`config.mk`:
```
export PLATFORM = sky130hd
export DESIGN_NAME = backslash_escape_decoder_top
export DESIGN_NICKNAME = d
export VERILOG_FILES = /design/src/sv/bed_pkg.sv /design/src/sv/backslash_escape_decoder_top.sv
export SDC_FILE = /design/constraint.sdc
export NUM_CORES = 1
export LEC_CHECK = 0
export ABC_CLOCK_PERIOD_IN_PS = 3400
export BUFFER_PORTS_ARGS = -buffer_cell sky130_fd_sc_hd__buf_2
export CAP_MARGIN = 5
export CORE_MARGIN = 2
export CORE_UTILIZATION = 29
export CTS_CLUSTER_SIZE = 40
export DETAILED_ROUTE_END_ITERATION = 12
export PLACE_DENSITY_LB_ADDON = 0.15
export SLEW_MARGIN = 20
export SYNTH_ARGS = -nofsm -noshare
export SYNTH_HDL_FRONTEND = slang
export SYNTH_SLANG_ARGS = --single-unit
export TNS_END_PERCENT = 50
```
`constraint.sdc`:
```
create_clock -name clk -period 3.4 [get_ports clk]
set_input_delay 0.68 -clock clk [delete_from_list [all_inputs] [get_ports clk]]
set_output_delay 0.68 -clock clk [all_outputs]
set_load 0.02 [all_outputs]
```
`src/sv/bed_pkg.sv`:
```
`timescale 1ns / 1ps

package bed_pkg;

    localparam int ByteW = 8;
    localparam int NibW  = 4;

    typedef logic [ByteW-1:0] byte_t;
    typedef logic [NibW-1:0]  nib_t;

    // Parse phase, one-hot
    typedef enum logic [3:0] {
        PH_PLAIN  = 4'b0001,
        PH_ESC    = 4'b0010,
        PH_HEX_HI = 4'b0100,
        PH_HEX_LO = 4'b1000
    } phase_t;

    // Raw characters
    localparam byte_t CH_BSLASH = 8'h5C;
    localparam byte_t CH_QUOTE  = 8'h22;
    localparam byte_t CH_S      = 8'h73;
    localparam byte_t CH_N      = 8'h6E;
    localparam byte_t CH_T      = 8'h74;
    localparam byte_t CH_R      = 8'h72;
    localparam byte_t CH_F      = 8'h66;
    localparam byte_t CH_V      = 8'h76;
    localparam byte_t CH_X      = 8'h78;
    localparam byte_t CH_0      = 8'h30;
    localparam byte_t CH_9      = 8'h39;
    localparam byte_t CH_LA     = 8'h61;
    localparam byte_t CH_LF     = 8'h66;
    localparam byte_t CH_UA     = 8'h41;
    localparam byte_t CH_UF     = 8'h46;

    // Decoded control characters
    localparam byte_t CODE_SPACE = 8'h20;
    localparam byte_t CODE_LF    = 8'h0A;
    localparam byte_t CODE_TAB   = 8'h09;
    localparam byte_t CODE_CR    = 8'h0D;
    localparam byte_t CODE_FF    = 8'h0C;
    localparam byte_t CODE_VT    = 8'h0B;

    localparam nib_t HEX_TEN = 4'd10;

    // Value of a hex digit; anything else counts as zero
    function automatic nib_t hex_value(input byte_t c);
        byte_t d;
        begin
            d = '0;
            if (c inside {[CH_0:CH_9]}) begin
                d = c - CH_0;
            end
            else if (c inside {[CH_LA:CH_LF]}) begin
                d = c - CH_LA + byte_t'(HEX_TEN);
            end
            else if (c inside {[CH_UA:CH_UF]}) begin
                d = c - CH_UA + byte_t'(HEX_TEN);
            end
            return d[NibW-1:0];
        end
    endfunction

endpackage

```
`src/sv/backslash_escape_decoder_top.sv`:
```
`timescale 1ns / 1ps

// Backslash escape decoder.
// Input channel s_*: one raw character per transfer in s_tdata, s_tlast marks
// the final character of a string. Output channel m_*: one result per input
// transfer; m_tuser is set when m_tdata carries a decoded character (m_tdata
// is zero otherwise), m_tlast copies the input s_tlast.
// Handles \s \n \t \r \f \v \\ \" and \x with two hex digits; unknown escapes
// drop both characters, a trailing backslash gives nothing.
// Throughput: one character per cycle while m_tready stays high. A character
// taken is held in the input register, decoded against the parse state and
// shown on m_* from the output register.
// The only loop is the 4-bit one-hot parse phase plus the hex high nibble,
// updated in the same cycle the character moves to the output register.
// Reset (rst_n low) empties both registers, returns the parse state to plain
// text and clears the nibble. When m_tready is low the result holds; one more
// character may sit in the input register, after which s_tready drops.
module backslash_escape_decoder_top (
    input  logic       clk,
    input  logic       rst_n,
    input  logic       s_tvalid,
    output logic       s_tready,
    input  logic [7:0] s_tdata,   // in_byte[7:0]
    input  logic       s_tlast,   // is_last
    output logic       m_tvalid,
    input  logic       m_tready,
    output logic [7:0] m_tdata,   // out_byte[7:0]
    output logic       m_tuser,   // has_byte
    output logic       m_tlast    // end_of_string
);

    logic             in_valid_reg;
    bed_pkg::byte_t   in_byte_reg;
    logic             in_last_reg;

    logic             out_valid_reg;
    bed_pkg::byte_t   out_byte_reg, out_byte_next;
    logic             out_has_reg, out_has_next;
    logic             out_last_reg;

    bed_pkg::phase_t  phase_reg, phase_next;
    bed_pkg::nib_t    nib_reg, nib_next;

    logic             advance;
    logic             in_take;
    bed_pkg::nib_t    digit;

    assign advance  = in_valid_reg && (!out_valid_reg || m_tready);
    assign s_tready = !in_valid_reg || advance;
    assign in_take  = s_tvalid && s_tready;
    assign digit    = bed_pkg::hex_value(in_byte_reg);

    always_comb
    begin
        out_has_next  = 1'b0;
        out_byte_next = '0;
        phase_next    = phase_reg;
        nib_next      = nib_reg;
        case (phase_reg)
            bed_pkg::PH_PLAIN:
            begin
                if (in_byte_reg == bed_pkg::CH_BSLASH) begin
                    phase_next = bed_pkg::PH_ESC;
                end
                else begin
                    out_has_next  = 1'b1;
                    out_byte_next = in_byte_reg;
                end
            end
            bed_pkg::PH_ESC:
            begin
                phase_next   = bed_pkg::PH_PLAIN;
                out_has_next = 1'b1;
                case (in_byte_reg)
                    bed_pkg::CH_S:      out_byte_next = bed_pkg::CODE_SPACE;
                    bed_pkg::CH_N:      out_byte_next = bed_pkg::CODE_LF;
                    bed_pkg::CH_T:      out_byte_next = bed_pkg::CODE_TAB;
                    bed_pkg::CH_R:      out_byte_next = bed_pkg::CODE_CR;
                    bed_pkg::CH_F:      out_byte_next = bed_pkg::CODE_FF;
                    bed_pkg::CH_V:      out_byte_next = bed_pkg::CODE_VT;
                    bed_pkg::CH_BSLASH: out_byte_next = bed_pkg::CH_BSLASH;
                    bed_pkg::CH_QUOTE:  out_byte_next = bed_pkg::CH_QUOTE;
                    bed_pkg::CH_X:
                    begin
                        // string ending right after \x gives a zero byte
                        nib_next     = '0;
                        phase_next   = bed_pkg::PH_HEX_HI;
                        out_has_next = in_last_reg;
                    end
                    default:            out_has_next = 1'b0;
                endcase
            end
            bed_pkg::PH_HEX_HI:
            begin
                nib_next      = digit;
                phase_next    = bed_pkg::PH_HEX_LO;
                out_has_next  = in_last_reg;
                out_byte_next = in_last_reg ? {digit, 4'h0} : '0;
            end
            bed_pkg::PH_HEX_LO:
            begin
                out_has_next  = 1'b1;
                out_byte_next = {nib_reg, digit};
                phase_next    = bed_pkg::PH_PLAIN;
            end
            default:
            begin
                phase_next = bed_pkg::PH_PLAIN;
            end
        endcase
        if (in_last_reg) begin
            phase_next = bed_pkg::PH_PLAIN;
            nib_next   = '0;
        end
    end

    always_ff @(posedge clk or negedge rst_n)
    begin
        if (!rst_n) begin
            in_valid_reg  <= 1'b0;
            out_valid_reg <= 1'b0;
            phase_reg     <= bed_pkg::PH_PLAIN;
            nib_reg       <= '0;
        end
        else begin
            if (s_tready) begin
                in_valid_reg <= s_tvalid;
            end
            if (advance) begin
                out_valid_reg <= 1'b1;
                phase_reg     <= phase_next;
                nib_reg       <= nib_next;
            end
            else if (m_tready) begin
                out_valid_reg <= 1'b0;
            end
        end
    end

    // payload registers: load on transfer, hold otherwise
    always_ff @(posedge clk)
    begin
        if (in_take) begin
            in_byte_reg <= s_tdata;
            in_last_reg <= s_tlast;
        end
        if (advance) begin
            out_byte_reg <= out_byte_next;
            out_has_reg  <= out_has_next;
            out_last_reg <= in_last_reg;
        end
    end

    assign m_tvalid = out_valid_reg;
    assign m_tdata  = out_byte_reg;
    assign m_tuser  = out_has_reg;
    assign m_tlast  = out_last_reg;

endmodule

```
==> flow_summary.ini <==
[yosys]
synth_nets = 158
avgSynthCellArea_sq_um = 11.3
yosysTopAreaCell = edfxtp_1
synth_warnings = 0
yosys-top-cells-count = edfxtp_1 (19), a21oi_1 (13), nand2_1 (10)
synth_edf_count = 19
ys_ff_latch = 29
netlist_area_sq_um = 1590
ys_async_sr_fraction_pct = 34.5
yosysSeqAreaShare_pct = 51.7
synth_top_cells_by_area = edfxtp_1 (36%), dfrtp_1 (14%), a21oi_1 (4.1%), ha_1 (3.1%), nand3b_1 (2.8%)
synth_cells = 141
yosys_most_used_dff = edfxtp_1
synth_cell_types = 44
synth_most_common_cell = edfxtp_1
synth_top_cell_area_share_pct = 35.9

[power_and_ir_drop]
vdd_drop_max_mv = 0.274
p_leak_nw = 0.691
power.density_nw_per_um2 = 482
total_power_mw = 0.913

[clock_tree]
cts_tree = done
cts_resized = 0
cts_buffers = 5
clock_latency_ns = 0.29
hold_buffers = 0
cts_sinks = 29
h-tree-depth = 2
post_cts.repair.setup_buffers = 0
cts_root_buf = clkbuf_8
ctsLongestPathBuffers = 2
clk_pin_slew_ns = 0.07

[placed_design]
dp_hpwl_microns = 2840
gp_congestion = 0.938
portBuffers = 24

[sta]
slew_headroom_pct = 67.2
finalHoldViolCount = 0
setup_viol = 0
slew_violations = 0
fmax_mhz = 455
rsz0062_at_grt = no
skew_ns = 0.00878
setup_tns_ns = 0
min_period_ns = 2.20
period_share_pct = 64.7
worstMarginPinSlew_ns = 0.485

[worst_setup_path]
critPathLaunchType = register
critical_path_class = register to register
cp_max_fo = 9
crit_arrival_ns = 2.22
required_ns = 3.42
crit_path_end_kind = register

[floorplan]
start_util_pct = 30.6
dieArea_sq_um = 6090
pin_count = 25
die_x_microns = 78.1
std_cell_rows = 26
core_sq_um = 5200
die_h_microns = 78.1

[routing]
wl_met3_microns = 261
drt_iter0_drc = 99
routed_wl_microns = 3810
post_drt_wl_per_cell_microns = 15.9
drt.antenna.violating_nets = 0
drc_errors = 0
drtPass1Iterations = 5
vias = 1305
vias_per_cell = 5.44
highest_layer = met4
wl_met1_microns = 1680
met2WireLength_microns = 1740

[finish]
num-nets-final = 186
nFillCells = 548
antenna_cells = 0
drive_gt1_share_pct = 23.5
areaGrowthSynthToFinish_pct = 19.0

[run_status]
status = finished, final reports clean

[global_route]
grt_pass1_wl_microns = 6490
grt_pass1_vias = 1319
antenna_found_initial = 0
grt_overflow = 0
grt.total_usage_pct = 13.8
grt_start_max_net_pins = 15

[run]
drv_cap = 0

[hold_path]
hold_path_class = input pin to asynchronous set/reset pin
-- through the flow --
step | hold slack [ns] | util [%] | setup slack, ns | instances | area [sq um]
after floorplan | 0.384 | - | 1.47 | 141 | 1590
after global placement | 0.472 | 34.3 | 1.27 | 232 | 1780
after detailed placement | 0.474 | 34.3 | 1.25 | 232 | 1780
after CTS | 0.243 | 36.3 | 1.25 | 240 | 1890
after global routing | 0.257 | 36.3 | 1.05 | 240 | 1890
final | 0.245 | 36.3 | 1.20 | 240 | 1890
-- worst max-delay path, stage by stage, from the launching register on --
cell and delay [ns]:
edfxtp_1 0.53, inv_1 0.16, ha_1 0.26, nand3b_1 0.14, o21ba_1 0.31, a222oi_1 0.38
o21ai_0 0.15
-- per-layer routing --
| metal | vias up | GRT usage [%] |
|---|---|---|
| met5 | - | 0 |
| met4 | 0 | 8.42 |
| met3 | 12 | 4.14 |
| met2 | 58 | 20.7 |
| met1 | 622 | 17.5 |
| li1 | 613 | - |
-- final timing paths --
| kind | cells after the start | slack [ns] | from | end |
|---|---|---|---|---|
| min | 1 | 0.24 | rst_n | phase_reg[2]$_DFFE_PN0P_ |
| max reg2reg | 6 | 1.20 | in_byte_reg[0]$_DFFE_PP_ | m_tdata[4]$_DFFE_PP_ |
| min in group clk | 1 | 0.49 | in_valid_reg$_DFFE_PN0N_ | m_tvalid$_DFFE_PN0P_ |
| min reg2reg | 1 | 0.49 | in_valid_reg$_DFFE_PN0N_ | m_tvalid$_DFFE_PN0P_ |
| max in group asynchronous | 1 | 2.90 | rst_n | phase_reg[0]$_DFFE_PN1P_ |
| max | 6 | 1.20 | in_byte_reg[0]$_DFFE_PP_ | m_tdata[4]$_DFFE_PP_ |
-- power by group --
part	internal, mW	switching, mW	leakage [nW]
registers	0.412	0.0261	0.315
logic	0.0503	0.0778	0.321
clock network	0.217	0.130	0.0552
total	0.679	0.234	0.691
-- cell type report --
| cell class | count | area [sq um] | area share [%] |
|---|---|---|---|
| clock buffer | 6 | 72.6 | 3.84 |
| clock inverter | 2 | 35.0 | 1.85 |
| inverter | 6 | 22.5 | 1.19 |
| multi-input combinational | 101 | 717 | 37.9 |
| sequential | 29 | 822 | 43.5 |
| tap | 70 | 87.6 | 4.63 |
| timing repair buffer | 26 | 135 | 7.14 |
-- cells in the final DEF (no fill, tap or decap), types with 3 or more instances in the layout --
| cell type | instances |
|---|---|
| buf_2 | 24 |
| edfxtp_1 | 19 |
| a21oi_1 | 13 |
| nand2_1 | 10 |
| dfrtp_1 | 9 |
| inv_1 | 6 |
| nand3b_1 | 6 |
| nor3_1 | 5 |
| o21ai_1 | 5 |
| clkbuf_8 | 5 |
| nand2b_1 | 4 |
| nor4b_1 | 4 |
| o2bb2ai_1 | 4 |
| ha_1 | 4 |
| nand4b_1 | 3 |
| or4b_1 | 3 |
| nand3_1 | 3 |
| o21ai_0 | 3 |
| nor2_1 | 3 |
| a22oi_1 | 3 |
-- kinds of logic (layout without fill, tap and decap cells) --
group / Yosys count / in the layout / synth area share, %
AND/OR/NAND/NOR: 54 / 54 / 22.8
AO/OA/AOI/OAI: 43 / 43 / 19.1
flip-flops: 29 / 29 / 51.7
adder cells (fa/ha/maj): 4 / 4 / 3.15
buffers and inverters: 11 / 40 / 3.23
(Power assumes the default switching activity.)
